===== src/hdl/jtp_pkg.sv =====
// Package for the JT65 free-text symbol packer.
// Holds widths, counts, status codes and the character-to-digit table.
// Used by the interfaces and the top level; depends on nothing.
package jtp_pkg;

    localparam int unsigned CHAR_W   = 8;
    localparam int unsigned DIGIT_W  = 6;
    localparam int unsigned SYM_W    = 6;
    localparam int unsigned STATUS_W = 2;
    localparam int unsigned COUNT_W  = 4;
    localparam int unsigned WORD_W   = 28;
    localparam int unsigned WORD3_W  = 17;
    localparam int unsigned FRAME_W  = 72;

    localparam logic [COUNT_W-1:0] TEXT_LEN      = 4'd13;
    localparam logic [COUNT_W-1:0] WORD_ONE_END  = 4'd5;
    localparam logic [COUNT_W-1:0] WORD_TWO_END  = 4'd10;
    localparam logic [COUNT_W-1:0] SYMBOL_COUNT  = 4'd12;
    localparam logic [DIGIT_W-1:0] ALPHA_SIZE    = 6'd42;
    localparam logic [WORD_W-1:0]  RADIX         = 28'd42;

    typedef logic [CHAR_W-1:0]  char_t;
    typedef logic [DIGIT_W-1:0] digit_t;
    typedef logic [SYM_W-1:0]   sym_t;
    typedef logic [COUNT_W-1:0] count_t;
    typedef logic [WORD_W-1:0]  word_t;
    typedef logic [WORD3_W-1:0] word3_t;
    typedef logic [FRAME_W-1:0] frame_t;

    typedef enum logic [STATUS_W-1:0] {
        STATUS_OK       = 2'd0,
        STATUS_SHORT    = 2'd1,
        STATUS_BAD_CHAR = 2'd2
    } status_t;

    // Alphabet index of a character, ALPHA_SIZE when it is not in the alphabet.
    function automatic digit_t char_digit(input char_t c);
        digit_t d;
        case (c) inside
            [8'h30:8'h39]: d = DIGIT_W'(c - 8'h30);
            [8'h41:8'h5A]: d = DIGIT_W'(c - 8'h37);
            [8'h61:8'h7A]: d = DIGIT_W'(c - 8'h57);
            8'h20:         d = 6'd36;
            8'h2B:         d = 6'd37;
            8'h2D:         d = 6'd38;
            8'h2E:         d = 6'd39;
            8'h2F:         d = 6'd40;
            8'h3F:         d = 6'd41;
            default:       d = ALPHA_SIZE;
        endcase
        return d;
    endfunction

endpackage


===== src/hdl/jtp_char_if.sv =====
// Character channel of the JT65 free-text symbol packer.
// Carries valid, ready and one message character per item; uses jtp_pkg.
interface jtp_char_if;
    logic                  valid;
    logic                  ready;
    logic [jtp_pkg::CHAR_W-1:0] char_code;
    logic                  end_of_message;

    modport source (output valid, output char_code, output end_of_message, input ready);
    modport sink   (input valid, input char_code, input end_of_message, output ready);
endinterface


===== src/hdl/jtp_sym_if.sv =====
// Symbol channel of the JT65 free-text symbol packer.
// Carries valid, ready and one channel symbol with status per item; uses jtp_pkg.
interface jtp_sym_if;
    logic                         valid;
    logic                         ready;
    logic [jtp_pkg::SYM_W-1:0]    symbol;
    logic [jtp_pkg::STATUS_W-1:0] status;
    logic                         last_symbol;

    modport source (output valid, output symbol, output status, output last_symbol, input ready);
    modport sink   (input valid, input symbol, input status, input last_symbol, output ready);
endinterface


===== src/hdl/jt65_free_text_symbol_packer_unit.sv =====
// JT65 free-text symbol packer, top level.
// Uses jtp_pkg, jtp_char_if and jtp_sym_if.
//
// Usage:
//   chars   : one message character per item, end_of_message marks the last.
//             Lower case is folded to upper; characters past the 13th are dropped.
//   symbols : on end of message, twelve 6-bit symbols (status 0, last one marked)
//             or a single error item (symbol 0, status 1 short / 2 bad character).
// Timing:
//   A character is taken every cycle while no end-of-message item waits in the
//   input register. It is held in the input register and folded into the base-42
//   words when it leaves it (one multiply-by-42 add). The frame register is loaded
//   when the end-of-message item leaves the input register. The result frame drains
//   one symbol per cycle while symbols.ready is high, from a 72-bit shift register.
//   Characters of the next message keep flowing meanwhile; only its end-of-message
//   item waits in the input register until the previous frame has drained.
// Reset: clears the count, the words, the error flag and all pending items.
// Stall: a low symbols.ready holds the current symbol; the input side keeps
//   accepting until an end-of-message item needs the frame register.
module jt65_free_text_symbol_packer_unit (
    input  logic       clk,
    input  logic       rst_n,
    jtp_char_if.sink   chars,
    jtp_sym_if.source  symbols
);

    logic                a_valid_reg;
    jtp_pkg::char_t      a_char_reg;
    logic                a_eom_reg;

    jtp_pkg::count_t     char_count_reg, char_count_next;
    jtp_pkg::word_t      word_one_reg, word_one_next;
    jtp_pkg::word_t      word_two_reg, word_two_next;
    jtp_pkg::word3_t     word_three_reg, word_three_next;
    logic                bad_char_reg, bad_char_next;

    jtp_pkg::frame_t     frame_reg, frame_next;
    jtp_pkg::count_t     frame_cnt_reg, frame_cnt_next;
    jtp_pkg::status_t    status_reg, status_next;

    jtp_pkg::digit_t     digit;
    jtp_pkg::digit_t     digit_val;
    logic                digit_bad;
    logic                taking;
    logic                frame_free;
    logic                a_advance;
    logic                in_fire;
    logic                out_fire;
    jtp_pkg::count_t     count_upd;
    jtp_pkg::word_t      w1_upd, w2_upd;
    jtp_pkg::word3_t     w3_upd;
    logic                bad_upd;
    jtp_pkg::word_t      w1_acc, w2_acc;
    jtp_pkg::word3_t     w3_acc;

    assign out_fire   = (frame_cnt_reg != '0) && symbols.ready;
    assign frame_free = (frame_cnt_reg == '0)
                        || ((frame_cnt_reg == jtp_pkg::count_t'(1)) && symbols.ready);
    assign a_advance  = a_valid_reg && (!a_eom_reg || frame_free);
    assign chars.ready = !a_valid_reg || a_advance;
    assign in_fire    = chars.valid && chars.ready;

    assign symbols.valid       = (frame_cnt_reg != '0);
    assign symbols.symbol      = frame_reg[jtp_pkg::FRAME_W-1 -: jtp_pkg::SYM_W];
    assign symbols.status      = status_reg;
    assign symbols.last_symbol = (frame_cnt_reg == jtp_pkg::count_t'(1));

    assign digit     = jtp_pkg::char_digit(a_char_reg);
    assign digit_bad = (digit == jtp_pkg::ALPHA_SIZE);
    assign digit_val = digit_bad ? '0 : digit;
    assign taking    = (char_count_reg < jtp_pkg::TEXT_LEN);

    assign w1_acc = jtp_pkg::WORD_W'(word_one_reg * jtp_pkg::RADIX
                                     + jtp_pkg::word_t'(digit_val));
    assign w2_acc = jtp_pkg::WORD_W'(word_two_reg * jtp_pkg::RADIX
                                     + jtp_pkg::word_t'(digit_val));
    assign w3_acc = jtp_pkg::WORD3_W'(word_three_reg * jtp_pkg::word3_t'(jtp_pkg::ALPHA_SIZE)
                                      + jtp_pkg::word3_t'(digit_val));

    always_comb
    begin
        w1_upd    = word_one_reg;
        w2_upd    = word_two_reg;
        w3_upd    = word_three_reg;
        count_upd = char_count_reg;
        bad_upd   = bad_char_reg;
        if (taking)
        begin
            count_upd = char_count_reg + jtp_pkg::count_t'(1);
            bad_upd   = bad_char_reg | digit_bad;
            if (char_count_reg < jtp_pkg::WORD_ONE_END)
                w1_upd = w1_acc;
            else if (char_count_reg < jtp_pkg::WORD_TWO_END)
                w2_upd = w2_acc;
            else
                w3_upd = w3_acc;
        end
    end

    always_comb
    begin
        char_count_next = char_count_reg;
        word_one_next   = word_one_reg;
        word_two_next   = word_two_reg;
        word_three_next = word_three_reg;
        bad_char_next   = bad_char_reg;
        frame_next      = frame_reg;
        frame_cnt_next  = frame_cnt_reg;
        status_next     = status_reg;

        if (out_fire)
        begin
            frame_next     = {frame_reg[jtp_pkg::FRAME_W-jtp_pkg::SYM_W-1:0],
                              jtp_pkg::sym_t'(0)};
            frame_cnt_next = frame_cnt_reg - jtp_pkg::count_t'(1);
        end

        if (a_advance)
        begin
            if (a_eom_reg)
            begin
                char_count_next = '0;
                word_one_next   = '0;
                word_two_next   = '0;
                word_three_next = '0;
                bad_char_next   = 1'b0;
                if (count_upd < jtp_pkg::TEXT_LEN)
                begin
                    frame_next     = '0;
                    frame_cnt_next = jtp_pkg::count_t'(1);
                    status_next    = jtp_pkg::STATUS_SHORT;
                end
                else if (bad_upd)
                begin
                    frame_next     = '0;
                    frame_cnt_next = jtp_pkg::count_t'(1);
                    status_next    = jtp_pkg::STATUS_BAD_CHAR;
                end
                else
                begin
                    frame_next     = {w1_upd[jtp_pkg::WORD_W-2:0], w3_upd[15],
                                      w2_upd[jtp_pkg::WORD_W-2:0], w3_upd[16],
                                      1'b1, w3_upd[14:0]};
                    frame_cnt_next = jtp_pkg::SYMBOL_COUNT;
                    status_next    = jtp_pkg::STATUS_OK;
                end
            end
            else
            begin
                char_count_next = count_upd;
                word_one_next   = w1_upd;
                word_two_next   = w2_upd;
                word_three_next = w3_upd;
                bad_char_next   = bad_upd;
            end
        end
    end

    always_ff @(posedge clk or negedge rst_n)
    begin
        if (!rst_n)
        begin
            a_valid_reg    <= 1'b0;
            char_count_reg <= '0;
            word_one_reg   <= '0;
            word_two_reg   <= '0;
            word_three_reg <= '0;
            bad_char_reg   <= 1'b0;
            frame_cnt_reg  <= '0;
        end
        else
        begin
            if (in_fire)
                a_valid_reg <= 1'b1;
            else if (a_advance)
                a_valid_reg <= 1'b0;
            char_count_reg <= char_count_next;
            word_one_reg   <= word_one_next;
            word_two_reg   <= word_two_next;
            word_three_reg <= word_three_next;
            bad_char_reg   <= bad_char_next;
            frame_cnt_reg  <= frame_cnt_next;
        end
    end

    always_ff @(posedge clk)
    begin
        if (in_fire)
        begin
            a_char_reg <= chars.char_code;
            a_eom_reg  <= chars.end_of_message;
        end
        frame_reg  <= frame_next;
        status_reg <= status_next;
    end

    assert property (@(posedge clk) disable iff (!rst_n)
        frame_cnt_reg <= jtp_pkg::SYMBOL_COUNT)
        else $error("frame count above twelve");

    assert property (@(posedge clk) disable iff (!rst_n)
        char_count_reg <= jtp_pkg::TEXT_LEN)
        else $error("character count above thirteen");

    assert property (@(posedge clk) disable iff (!rst_n)
        symbols.valid && (symbols.status != jtp_pkg::STATUS_OK)
        |-> symbols.last_symbol && (symbols.symbol == '0))
        else $error("error item not single or not zero");

    assert property (@(posedge clk) disable iff (!rst_n)
        a_advance && a_eom_reg |=> (frame_cnt_reg != '0) && (char_count_reg == '0))
        else $error("end of message did not load a frame");

    assert property (@(posedge clk) disable iff (!rst_n)
        symbols.valid && !symbols.ready && !a_advance |=> $stable(frame_reg))
        else $error("frame changed while stalled");

endmodule

===== src/flat_wrapper.sv =====
// flat-port wrapper written by rule: the top's interface ports become plain ports
module jt65_free_text_symbol_packer_unit_flat 
  (clk, rst_n, chars_valid, chars_char_code, chars_end_of_message, chars_ready, symbols_valid, symbols_symbol, symbols_status, symbols_last_symbol, symbols_ready);
  jtp_char_if chars_i ();
  jtp_sym_if symbols_i ();
  input  logic clk;
  input  logic rst_n;
  input wire logic [$bits(chars_i.valid)-1:0] chars_valid;
  input wire logic [$bits(chars_i.char_code)-1:0] chars_char_code;
  input wire logic [$bits(chars_i.end_of_message)-1:0] chars_end_of_message;
  output wire logic [$bits(chars_i.ready)-1:0] chars_ready;
  output wire logic [$bits(symbols_i.valid)-1:0] symbols_valid;
  output wire logic [$bits(symbols_i.symbol)-1:0] symbols_symbol;
  output wire logic [$bits(symbols_i.status)-1:0] symbols_status;
  output wire logic [$bits(symbols_i.last_symbol)-1:0] symbols_last_symbol;
  input wire logic [$bits(symbols_i.ready)-1:0] symbols_ready;
  assign chars_i.valid = chars_valid;
  assign chars_i.char_code = chars_char_code;
  assign chars_i.end_of_message = chars_end_of_message;
  assign chars_ready = chars_i.ready;
  assign symbols_valid = symbols_i.valid;
  assign symbols_symbol = symbols_i.symbol;
  assign symbols_status = symbols_i.status;
  assign symbols_last_symbol = symbols_i.last_symbol;
  assign symbols_i.ready = symbols_ready;
  jt65_free_text_symbol_packer_unit u_core (.clk(clk), .rst_n(rst_n), .chars(chars_i), .symbols(symbols_i));
endmodule

===== config.mk =====
export PLATFORM = sky130hd
export DESIGN_NAME = jt65_free_text_symbol_packer_unit_flat
export DESIGN_NICKNAME = d
export VERILOG_FILES = /design/src/hdl/jtp_pkg.sv /design/src/hdl/jtp_char_if.sv /design/src/hdl/jtp_sym_if.sv /design/src/hdl/jt65_free_text_symbol_packer_unit.sv /design/src/flat_wrapper.sv
export SDC_FILE = /design/constraint.sdc
export NUM_CORES = 1
export LEC_CHECK = 0
export BUFFER_PORTS_ARGS = -buffer_cell sky130_fd_sc_hd__buf_4
export CAP_MARGIN = 10
export CORE_MARGIN = 4
export CORE_UTILIZATION = 65
export CTS_CLUSTER_SIZE = 25
export DETAILED_ROUTE_END_ITERATION = 8
export PLACE_DENSITY = 0.83
export SYNTH_ARGS = -nofsm -noshare
export SYNTH_HDL_FRONTEND = slang
export SYNTH_SLANG_ARGS = --single-unit

===== constraint.sdc =====
create_clock -name clk -period 5.9 [get_ports clk]
set_input_delay 0.295 -clock clk [delete_from_list [all_inputs] [get_ports clk]]
set_output_delay 0.295 -clock clk [all_outputs]
set_load 0.005 [all_outputs]

==> impl_summary.txt, run 1 <==
----------------------------------------------------
[Layout]
  Final nets ... 2,006
  Fraction of layout instances using a drive strength above 1 ... 5.49%
  Post-route insts no fill ... 2,051
  Antenna cell count ... 0
  Most frequent standard cell in the layout excluding fill and tap cells ... sky130_fd_sc_hd__inv_1
  Post-Route Utilization ... 70.0%
  Max reg flops ... 72
  Commonest cells after routing, fill and taps aside ... 256 x sky130_fd_sc_hd__inv_1, 190 x sky130_fd_sc_hd__ha_1, 158 x sky130_fd_sc_hd__nand2_1, 96 x sky130_fd_sc_hd__o21ai_0, 86 x sky130_fd_sc_hd__nor2_1
  Layout-stage area growth over the synthesis result ... 5.87%
  Fin area ... 15,900 um2

[Routing]
  Detail-routed via count per cell ... 6.25
  Final routed wirelength across all metal layers ... 38,000 um
  DR vias ... 12,800
  Post-route antenna net violation count ... 0
  Per-cell routed wire length ... 18.5 um
  Violation count after the first detailed-route iteration ... 1,286
  Pre-antenna DRT Iters ... 6
  Drc violations ... 0

[Floorplan]
  Horizontal die dimension ... 160 um
  Die extent in y ... 160 um
  Overall die area ... 25,600 um2
  Starting density of the core ... 66.1%
  Placeable core area ... 22,700 um2
  Num ports ... 24
  Std cell rows ... 55

[Logic synthesis]
  Count of cell types in the netlist ... 84
  Flops & latches, synth ... 164
  Net count of the mapped netlist ... 2,016
  Synth Area in Simple Gates ... 12.5%
  Part of the Yosys area used for sequential elements ... 25.3%
  Synthesized area per cell ... 8.51 um2
  Netlist Area Pre-Place ... 15,000 um2
  Fraction of synthesized cell area in xor and xnor cells ... 7.27%
  Multiplexer share of the synthesized area ... 5.07%
  Synth Area in Adders ... 22.6%
  Gate count of the mapped netlist ... 1,763
  Number of flops mapped to enable cells by yosys ... 11
  Synth async-reset ratio ... 49.4%
  Dominant synthesized flop cell ... sky130_fd_sc_hd__dfrtp_1
  Main combinational cell family by area after synthesis ... adder cells
  Synthesis warning total ... 0
  Area fraction in compound gates after synthesis ... 18.4%

[Power and ir drop]
  Tot Pwr ... 8.08 mW
  Total internal power ... 3.96 mW
  Switching fraction of total power ... 51.0%
  Share of total power in the clock network ... 13.3%
  Static leakage power ... 7.57 nW
  Max VDD drop ... 0.000607 V
  Power per cell area ... 509 nW/um2
  Sequential power share ... 19.1%
  Combinational share of power ... 67.6%
  Switching power ... 4.12 mW

[Clock network]
  Post-CTS clock slew at the launch and capture registers of the worst setup and hold paths ... 0.07 ns
  Clock Path Buffers ... 2
  Clk Latency, worst-skew pair ... 0.44 ns
  Total clock sinks ... 164
  H-tree levels ... 4
  Root Buffer ... sky130_fd_sc_hd__clkbuf_16
  Number of setup buffers added after CTS ... 0
  Clock tree from TritonCTS ... done
  Clock buffer count from CTS ... 17

[STA]
  Hold Fails Final Rpt ... 0
  Worst path setup slack after routing ... 0.327 ns
  Final Setup Violations ... 0
  Clock skew ... 0.00800 ns
  Upper clock frequency limit ... 0.179 GHz
  Share of the clock period used by the worst path after layout ... 94.5%
  Slew HR ... 23.0%
  Worst Max-Slew Pin Slew ... 1.16 ns
  Number of pins exceeding their max-slew limit in the final report ... 0
  Post-layout minimum cycle time ... 5.57 ns

[Critical path]
  Worst Path Arrival ... 5.88 ns
  Setup Crit Path Kind ... flip-flop to flip-flop
  Origin of the worst setup path ... u_core.a_char_reg[1]
  Worst flop-to-flop path endpoint ... u_core.word_two_reg[26]
  Worst setup EP type ... flip-flop
  Category of the worst setup path launch point ... flip-flop
  Startpoint of the worst register-to-register path ... u_core.a_char_reg[1]
  Internal reg-to-reg setup slack ... 0.33 ns
  Crit path max fanout ... 8
  Critical Path RT ... 6.21 ns
  Depth of the most critical reg-to-reg path ... 21

[Placed design]
  Placed wire-length estimate ... 28,800 um
  Number of port buffers ... 23
  Post-detailed-placement cell area ... 15,300 um2
  Dpl cells ... 2,018
  Post-placement setup slack ... 0.249 ns
  Final weighted congestion of routability-driven global placement ... 0.924

[Hold path]
  Hold Path Sink ... u_core.a_eom_reg
  Startpoint of the worst hold path ... chars_end_of_message
  Count of cells along the worst hold path ... 1
  Path category of the worst min-delay check ... primary input to flip-flop

[GRT]
  Vias in the first global route ... 12,800
  GRT Resource Usage Total ... 29.8%
  Number of antenna violations at the first check in global routing ... 2
  Overall overflow remaining after global route ... 0
  Largest net degree at the start of global routing ... 71
  Global-route wire length before repair ... 63,400 um

[Outcome]
  Status ... finished clean

[Flow run]
  Reported max-cap violation count ... 0

----------------------------------------------------
-- worst max-delay path, stage by stage, from the launching register on --
cell	delay, ns
sky130_fd_sc_hd__edfxtp_1	0.49
sky130_fd_sc_hd__inv_1	0.15
sky130_fd_sc_hd__ha_1	0.22
sky130_fd_sc_hd__or4b_1	0.50
sky130_fd_sc_hd__a21bo_1	0.23
sky130_fd_sc_hd__o211a_2	0.14
sky130_fd_sc_hd__o22a_4	0.27
sky130_fd_sc_hd__or2_1	0.34
sky130_fd_sc_hd__nor3_2	0.14
sky130_fd_sc_hd__and4bb_4	0.32
sky130_fd_sc_hd__nor2_1	0.12
sky130_fd_sc_hd__ha_1	0.38
sky130_fd_sc_hd__o211ai_1	0.12
sky130_fd_sc_hd__a21oi_1	0.18
sky130_fd_sc_hd__or3b_2	0.50
sky130_fd_sc_hd__nor2_1	0.16
sky130_fd_sc_hd__nand3_1	0.13
sky130_fd_sc_hd__a31oi_2	0.34
sky130_fd_sc_hd__and4_1	0.33
sky130_fd_sc_hd__nand4_1	0.13
sky130_fd_sc_hd__xnor2_1	0.17
sky130_fd_sc_hd__o21ai_1	0.08
-- cells in the mapped netlist, types with 47 or more instances --
| cell type | number | area (um2) |
|---|---|---|
| sky130_fd_sc_hd__inv_1 | 256 | 961 |
| sky130_fd_sc_hd__ha_1 | 190 | 2380 |
| sky130_fd_sc_hd__nand2_1 | 158 | 593 |
| sky130_fd_sc_hd__o21ai_0 | 96 | 480 |
| sky130_fd_sc_hd__nor2_1 | 86 | 323 |
| sky130_fd_sc_hd__a21oi_1 | 84 | 420 |
| sky130_fd_sc_hd__dfrtp_1 | 81 | 2030 |
| sky130_fd_sc_hd__mux2i_1 | 76 | 761 |
| sky130_fd_sc_hd__xnor2_1 | 75 | 657 |
| sky130_fd_sc_hd__dfxtp_1 | 72 | 1440 |
| sky130_fd_sc_hd__o22ai_1 | 61 | 382 |
| sky130_fd_sc_hd__fa_1 | 50 | 1000 |
| sky130_fd_sc_hd__clkbuf_1 | 47 | 176 |
| sky130_fd_sc_hd__xor2_1 | 47 | 412 |
-- through the flow --
step                setup TNS, ns  hold WS [ns]
floorplan                       0     -0.000591
global placement                0         0.196
detailed placement              0         0.195
CTS                             0        0.0240
global route              -0.0123        0.0272
finish                          0        0.0331
-- area by class of cell --
class,instances,area [um2]
timing repair buffer,41,310
tap,285,357
sequential,164,3800
inverter,258,968
clock buffer,19,443
fill,1749,6820
clock inverter,13,116
multi-input combinational,1271,9900
-- how the worst max path moves through the flow --
stage                                   end  slack, ns
floorplan           u_core.word_two_reg[23]       0.95
global placement    u_core.word_two_reg[26]       0.42
detailed placement  u_core.word_two_reg[26]       0.25
CTS                 u_core.word_two_reg[26]       0.24
global route        u_core.word_two_reg[26]      -0.01
finish              u_core.word_two_reg[26]       0.33
-- timing repair --
action / CTS / global route
hold buffers: 1 / 0
resized for setup: 0 / 1
endpoints found under the setup margin: 0 / 4
hold endpoints to repair: 18 / 0
-- cell families after synthesis --
family	count (synthesis)
AOI/OAI and AO/OA	432
and+or+nand+nor	398
buffers and inverters	328
adders and majority gates	242
DFF	164
xor gates and xnor gates	123
muxes	76
-- routing by layer --
metal  vias up  share of wire (%)  track usage, %
met5         -               0.14               0
met4         4                3.2            10.4
met3       120                7.5            5.32
met2       517                 47            49.5
met1      6114                 42            39.5
li1       6061                  -               -
-- power groups by stage --
stage | Sequential, mW | Combinational, mW | Clock [mW]
CTS | 1.54 | 5.38 | 1.08
detailed placement | 1.56 | 5.31 | 0
finish | 1.54 | 5.46 | 1.08
global placement | 1.55 | 5.11 | 0
floorplan | 1.46 | 4.16 | 0
global route | 1.57 | 6.10 | 1.12
No activity file was read; power rests on OpenSTA's default activity.
==> run 2, diff against run 1 <==
--- a/config.mk
+++ b/config.mk
@@ -12,6 +12,7 @@
 export CTS_CLUSTER_SIZE = 25
 export DETAILED_ROUTE_END_ITERATION = 8
 export PLACE_DENSITY = 0.83
+export RECOVER_POWER = 100
 export SYNTH_ARGS = -nofsm -noshare
 export SYNTH_HDL_FRONTEND = slang
 export SYNTH_SLANG_ARGS = --single-unit
==> impl_summary.txt, run 2 (same netlist as run 1, synthesis figures left out) <==
----------------------------------------------------
[Routing]
  Violation count after the first detailed-route iteration ... 1,034 (-20%)
  Drc violations ... 0 (unchanged)
  Pre-antenna DRT Iters ... 6 (unchanged)
  Per-cell routed wire length ... 18.5 um (-0.15%)
  Detail-routed via count per cell ... 6.22 (-0.41%)
  Post-route antenna net violation count ... 0 (unchanged)
  Final routed wirelength across all metal layers ... 37,900 um (-0.15%)
  DR vias ... 12,800 (-0.41%)

[Layout]
  Most frequent standard cell in the layout excluding fill and tap cells ... sky130_fd_sc_hd__inv_1
  Fillers ... 1,783 (+1.9%)
  Antenna cell count ... 0 (unchanged)
  Final nets ... 2,006 (unchanged)
  Fraction of layout instances using a drive strength above 1 ... 4.25% (-1.2 points)
  Layout-stage area growth over the synthesis result ... 5.27%
  Post-route insts no fill ... 2,051 (unchanged)
  Commonest cells after routing, fill and taps aside ... 257 x sky130_fd_sc_hd__inv_1, 190 x sky130_fd_sc_hd__ha_1, 158 x sky130_fd_sc_hd__nand2_1, 115 x sky130_fd_sc_hd__o21ai_0, 86 x sky130_fd_sc_hd__nor2_1
  Max reg flops ... 72 (unchanged)
  Fin area ... 15,800 um2 (-0.57%)

[STA]
  Hold Fails Final Rpt ... 0 (unchanged)
  Upper clock frequency limit ... 0.180 GHz (+0.42%)
  Slew HR ... -137% (-160 points)
  Final Setup Violations ... 0 (unchanged)
  Share of the clock period used by the worst path after layout ... 94.1% (-0.40 points)
  Setup TNS ... 0 ns (unchanged)
  Number of pins exceeding their max-slew limit in the final report ... 121 (+121)
  RSZ-0062 raised after global routing ... false
  Post-layout minimum cycle time ... 5.55 ns (-0.0234 ns)
  Hold Worst Slack ... 0.0513 ns (+0.0182 ns)
  Worst Max-Slew Pin Slew ... 3.55 ns (+2.40 ns)
  Clock skew ... 0.00929 ns (+0.00129 ns)

[Floorplan]
  Placeable core area ... 22,700 um2 (unchanged)
  Die extent in y ... 160 um (unchanged)
  Starting density of the core ... 66.1% (unchanged)
  Std cell rows ... 55 (unchanged)
  Horizontal die dimension ... 160 um (unchanged)
  Num ports ... 24 (unchanged)
  Overall die area ... 25,600 um2 (unchanged)

[Power and ir drop]
  Power per cell area ... 508 nW/um2 (about the same)
  Max VDD drop ... 0.000602 V (-0.73%)
  Static leakage power ... 7.51 nW (-0.87%)
  Tot Pwr ... 8.03 mW (-0.60%)

[Hold path]
  Startpoint of the worst hold path ... chars_valid
  Path category of the worst min-delay check ... primary input to flip-flop

[Critical path]
  Critical Path RT ... 6.21 ns (about the same)
  Cells along the critical path ... inv_1 -> ha_1 -> or4b_1 -> a21bo_1 -> o211a_2 -> o22a_4 -> or2_1 -> nor3_2 -> and4bb_4 -> nor2_1 -> ha_1 -> o211ai_1 -> a21oi_1 -> or3b_2 -> nor2_1 -> nand3_1 -> a31oi_2 -> and4_1 -> nand4_1 -> xnor2_1 -> o21ai_1
  Delay of the slowest cell on the worst path ... 0.50 ns (about the same)
  Origin of the worst setup path ... u_core.a_char_reg[1]
  Category of the worst setup path launch point ... flip-flop
  Standard cell with the maximum stage delay on the critical path ... sky130_fd_sc_hd__or4b_1
  Setup Crit Path Kind ... flip-flop to flip-flop
  Crit path max fanout ... 8 (unchanged)
  Worst setup EP type ... flip-flop
  Worst Path Arrival ... 5.86 ns (-0.02 ns)
  Startpoint of the worst register-to-register path ... u_core.a_char_reg[1]

[GRT]
  GRT Resource Usage Total ... 29.8% (unchanged)
  Vias in the first global route ... 12,800 (unchanged)
  Global-route wire length before repair ... 63,400 um (unchanged)
  Overall overflow remaining after global route ... 0 (unchanged)
  Number of antenna violations at the first check in global routing ... 2 (unchanged)
  Largest net degree at the start of global routing ... 71 (unchanged)

[Outcome]
  Status ... finished, violations left
  Violated checks ... capacitance limit, slew limit

[Clock network]
  H-tree levels ... 4 (unchanged)
  Root Buffer ... sky130_fd_sc_hd__clkbuf_16
  Clock tree from TritonCTS ... done
  Clk Latency, worst-skew pair ... 0.44 ns (about the same)
  Post-CTS clock slew at the launch and capture registers of the worst setup and hold paths ... 0.07 ns (about the same)
  Total clock sinks ... 164 (unchanged)
  Clock buffer count from CTS ... 17 (unchanged)
  Clock Path Buffers ... 2 (unchanged)

[Placed design]
  Post-detailed-placement cell area ... 15,300 um2 (unchanged)
  Placed wire-length estimate ... 28,800 um (unchanged)
  Dpl cells ... 2,018 (unchanged)
  Number of port buffers ... 23 (unchanged)
  Final weighted congestion of routability-driven global placement ... 0.924 (unchanged)

[Flow run]
  Reported max-cap violation count ... 3 (+3)

----------------------------------------------------
run 2: changes by cell type in the layout (fill, tap and decap cells not counted), moves of 3 or more:
| cell | before | now |
|---|---|---|
| sky130_fd_sc_hd__clkbuf_1 | 1 | 19 |
| sky130_fd_sc_hd__clkbuf_4 | 0 | 11 |
| sky130_fd_sc_hd__and2_1 | 14 | 11 |
| sky130_fd_sc_hd__and2_0 | 0 | 3 |
| sky130_fd_sc_hd__o21ai_1 | 29 | 10 |
| sky130_fd_sc_hd__o21ai_0 | 96 | 115 |
| sky130_fd_sc_hd__buf_4 | 40 | 11 |
run 2: worst paths after layout:
path / slack [ns] / endpoint / depth (start not counted)
min reg2reg: 0.47 / u_core.frame_reg[4] / 2
max: 0.35 / u_core.word_two_reg[26] / 21
min in group asynchronous: 0.60 / u_core.word_two_reg[23] / 2
max in group asynchronous: 1.35 / u_core.word_three_reg[12] / 3
min: 0.05 / u_core.a_valid_reg / 2
max reg2reg: 0.35 / u_core.word_two_reg[26] / 21
run 2: area by class of cell:
cell class / instances / area, um2 / share of cell area [%]
clock buffers: 19 / 443 / 2.80
clock inverters: 13 / 116 / 0.736
well taps: 285 / 357 / 2.26
inverters: 258 / 968 / 6.13
multi-input cells: 1271 / 9870 / 62.5
flip-flops and latches: 164 / 3800 / 24.0
repair buffers: 41 / 243 / 1.54
run 2: repair_timing:
item	in CTS	in global routing
buffers inserted	0	0
setup endpoints to repair	0	4
hold buffers	1	0
endpoints found under the hold margin	18	0
resized for setup	0	1
run 2: critical path, delay by kind of cell, from the launching register on:
family,cells,cell delay [ns]
AND/OR/NAND/NOR,10,2.66
AO/OA/AOI/OAI,7,1.34
adder cells (fa/ha/maj),2,0.60
flip-flops,1,0.49
XOR/XNOR,1,0.18
buffers and inverters,1,0.15
run 2: through the flow:
stage / utilization, % / setup WS [ns]
6_report: 69.6 / 0.350
5_1_grt: 69.6 / 0.00895
4_1_cts: 69.9 / 0.236
3_5_place_dp: 67.4 / 0.249
3_3_place_gp: 67.4 / 0.425
2_1_floorplan: - / 0.948
run 2: per-layer routing:
| layer | up-vias | wire length (um) | global-route usage, % |
|---|---|---|---|
| met3 | 116 | 2860 | 5.32 |
| met4 | 4 | 1140 | 10.4 |
| met5 | - | 27 | 0 |
| li1 | 6071 | - | - |
| met2 | 517 | 17900 | 49.5 |
| met1 | 6056 | 16100 | 39.5 |
run 2: where the power goes:
part / internal [mW] / total [mW] / switching [mW]
combinational: 2.08 / 5.41 / 3.34
clock: 0.565 / 1.08 / 0.513
sequential: 1.30 / 1.54 / 0.245
total: 3.94 / 8.03 / 4.10
==> run 3, diff against run 2 <==
--- a/config.mk
+++ b/config.mk
@@ -7,8 +7,10 @@
 export LEC_CHECK = 0
 export BUFFER_PORTS_ARGS = -buffer_cell sky130_fd_sc_hd__buf_4
 export CAP_MARGIN = 10
+export CELL_PAD_IN_SITES_DETAIL_PLACEMENT = 1
+export CELL_PAD_IN_SITES_GLOBAL_PLACEMENT = 2
 export CORE_MARGIN = 4
-export CORE_UTILIZATION = 65
+export CORE_UTILIZATION = 41
 export CTS_CLUSTER_SIZE = 25
 export DETAILED_ROUTE_END_ITERATION = 8
 export PLACE_DENSITY = 0.83
==> impl_summary.txt, run 3 (same netlist as run 1, synthesis figures left out) <==
----------------------------------------------------
[Outcome]
  Status ... finished, violations left
  Violated checks ... capacitance limit, slew limit

[Layout]
  Antenna cell count ... 0 (unchanged)
  Final nets ... 2,015 (+0.45%)
  Most frequent standard cell in the layout excluding fill and tap cells ... sky130_fd_sc_hd__inv_1
  Commonest cells after routing, fill and taps aside ... 257 x sky130_fd_sc_hd__inv_1, 190 x sky130_fd_sc_hd__ha_1, 158 x sky130_fd_sc_hd__nand2_1, 118 x sky130_fd_sc_hd__o21ai_0, 86 x sky130_fd_sc_hd__nor2_1
  Max reg flops ... 72 (unchanged)
  Fraction of layout instances using a drive strength above 1 ... 4.90% (+0.65 points)
  Layout-stage area growth over the synthesis result ... 7.89%

[Critical path]
  Worst setup EP type ... flip-flop
  Crit path max fanout ... 8 (unchanged)
  Category of the worst setup path launch point ... flip-flop
  Worst Path Arrival ... 5.85 ns (about the same)
  Setup Crit Path Kind ... flip-flop to flip-flop
  Critical Path RT ... 6.25 ns (+0.04 ns)

[STA]
  Number of pins exceeding their max-slew limit in the final report ... 134 (+11%)
  Clock skew ... 0.0142 ns (+0.00493 ns)
  RSZ-0062 raised after global routing ... false
  Worst path setup slack after routing ... 0.394 ns (+0.0436 ns)
  Share of the clock period used by the worst path after layout ... 93.3% (-0.74 points)
  Post-layout minimum cycle time ... 5.51 ns (-0.0436 ns)
  Upper clock frequency limit ... 0.182 GHz (+0.79%)
  Setup TNS ... 0 ns (unchanged)
  Slew HR ... -139% (-2.0 points)
  Worst Max-Slew Pin Slew ... 3.58 ns (+0.0296 ns)
  Hold Fails Final Rpt ... 0 (unchanged)
  Final Setup Violations ... 0 (unchanged)

[Power and ir drop]
  Max VDD drop ... 0.000379 V (-37%)
  Static leakage power ... 7.60 nW (+1.3%)
  Power per cell area ... 513 nW/um2 (+0.88%)
  Tot Pwr ... 8.31 mW (+3.4%)

[GRT]
  Largest net degree at the start of global routing ... 61 (-14%)
  GRT Resource Usage Total ... 22.5% (-7.4 points)
  Number of antenna violations at the first check in global routing ... 0 (-2)
  Global-route wire length before repair ... 71,600 um (+13%)
  Vias in the first global route ... 13,100 (+2.6%)
  Overall overflow remaining after global route ... 0 (unchanged)

[Clock network]
  Clk Latency, worst-skew pair ... 0.45 ns (about the same)
  Post-CTS clock slew at the launch and capture registers of the worst setup and hold paths ... 0.07 ns (about the same)
  Total clock sinks ... 164 (unchanged)
  Clock Path Buffers ... 2 (unchanged)
  Root Buffer ... sky130_fd_sc_hd__clkbuf_16
  Clock tree from TritonCTS ... done
  H-tree levels ... 4 (unchanged)
  Clock buffer count from CTS ... 17 (unchanged)

[Hold path]
  Path category of the worst min-delay check ... primary input to flip-flop

[Routing]
  Detail-routed via count per cell ... 5.55 (-11%)
  Pre-antenna DRT Iters ... 5 (-1)
  Violation count after the first detailed-route iteration ... 552 (-47%)
  Per-cell routed wire length ... 19.4 um (+4.7%)
  Final routed wirelength across all metal layers ... 43,300 um (+14%)
  Drc violations ... 0 (unchanged)
  DR vias ... 12,400 (-2.8%)
  Post-route antenna net violation count ... 0 (unchanged)

[Floorplan]
  Placeable core area ... 35,800 um2 (+58%)
  Num ports ... 24 (unchanged)
  Overall die area ... 39,700 um2 (+55%)
  Std cell rows ... 69 (+25%)
  Starting density of the core ... 41.9% (-24 points)
  Die extent in y ... 199 um (+25%)
  Horizontal die dimension ... 199 um (+25%)

[Placed design]
  Post-placement setup slack ... 0.367 ns (+0.118 ns)
  Final weighted congestion of routability-driven global placement ... 0.878 (-4.9%)
  Number of port buffers ... 23 (unchanged)
  Placed wire-length estimate ... 34,000 um (+18%)

[Flow run]
  Reported max-cap violation count ... 3 (unchanged)

----------------------------------------------------
-- run 3: cell types whose count changed in the layout (fill, tap and decap cells not counted), moves of 2 or more --
cell and delta:
sky130_fd_sc_hd__buf_4 +12, sky130_fd_sc_hd__clkbuf_1 -4, sky130_fd_sc_hd__bufinv_16 +3, sky130_fd_sc_hd__o21ai_0 +3, sky130_fd_sc_hd__o21ai_1 -3, sky130_fd_sc_hd__clkinv_4 -2, sky130_fd_sc_hd__inv_8 -2
-- run 3: worst paths after layout --
| path | endpoint | startpoint | depth (start not counted) | slack (ns) |
|---|---|---|---|---|
| setup / recovery | u_core.word_two_reg[23] | u_core.a_char_reg[1] | 22 | 0.39 |
| hold / removal | u_core.a_valid_reg | chars_valid | 2 | 0.05 |
| setup reg to reg | u_core.word_two_reg[23] | u_core.a_char_reg[1] | 22 | 0.39 |
| hold reg to reg | u_core.word_one_reg[24] | u_core.word_one_reg[24] | 2 | 0.48 |
| max in group asynchronous | u_core.word_one_reg[26] | rst_n | 3 | 1.12 |
| min in group asynchronous | u_core.word_two_reg[6] | rst_n | 2 | 0.74 |
-- run 3: metal layers --
metal  GRT usage [%]  part of all wire, %  vias up  wire length, um
li1                -                    -     6077                -
met5               0                    0        -                0
met4            4.48                  1.4        0              597
met1            30.7                   49     6166            21100
met2            38.7                   48      126            20800
met3            2.46                  1.9       34              835
-- run 3: power breakdown --
part,total (mW),internal [mW],switching [mW]
Sequential,1.54,1.30,0.246
Combinational,5.52,2.09,3.43
Clock,1.24,0.717,0.525
Total,8.31,4.10,4.20
-- run 3: worst max-delay path: stages, from the launching register on --
cell and delay (ns):
sky130_fd_sc_hd__edfxtp_1 0.45, sky130_fd_sc_hd__inv_1 0.13, sky130_fd_sc_hd__ha_1 0.23, sky130_fd_sc_hd__or4b_1 0.50, sky130_fd_sc_hd__a21bo_1 0.23, sky130_fd_sc_hd__o211a_2 0.14, sky130_fd_sc_hd__o22a_4 0.26, sky130_fd_sc_hd__or2_1 0.34
sky130_fd_sc_hd__nor3_2 0.15, sky130_fd_sc_hd__and4bb_4 0.32, sky130_fd_sc_hd__nor2_1 0.11, sky130_fd_sc_hd__ha_1 0.37, sky130_fd_sc_hd__o211ai_1 0.13, sky130_fd_sc_hd__a21oi_1 0.18, sky130_fd_sc_hd__or3b_2 0.50, sky130_fd_sc_hd__nor2_1 0.14
sky130_fd_sc_hd__nand3_1 0.12, sky130_fd_sc_hd__a31oi_1 0.18, sky130_fd_sc_hd__buf_4 0.17, sky130_fd_sc_hd__and4_1 0.28, sky130_fd_sc_hd__nand3_1 0.12, sky130_fd_sc_hd__xor2_1 0.16, sky130_fd_sc_hd__o21ai_0 0.19
-- run 3: final cells by class --
type                       instances  area [um2]
clock buffer                      19         464
clock inverter                    13         184
fill                            4293       19600
inverter                         258         968
multi-input combinational       1271        9880
sequential                       164        3800
tap                              461         577
timing repair buffer              50         322
-- run 3: what timing repair did --
item                                   4_1_cts  5_1_grt
endpoints found under the hold margin       21        0
hold buffers                                 1        0
setup buffers                                0        7
resized for setup                            0        1
setup endpoints to repair                    0        7
-- run 3: metrics by stage --
step	utilization, %	area (um2)	hold slack [ns]	std cells
floorplan	-	15000	-0.000591	1763
global placement	43.4	15600	0.216	2196
detailed placement	43.4	15600	0.215	2196
CTS	45.3	16200	0.0103	2229
global route	45.2	16200	0.0362	2236
finish	45.2	16200	0.0500	2236
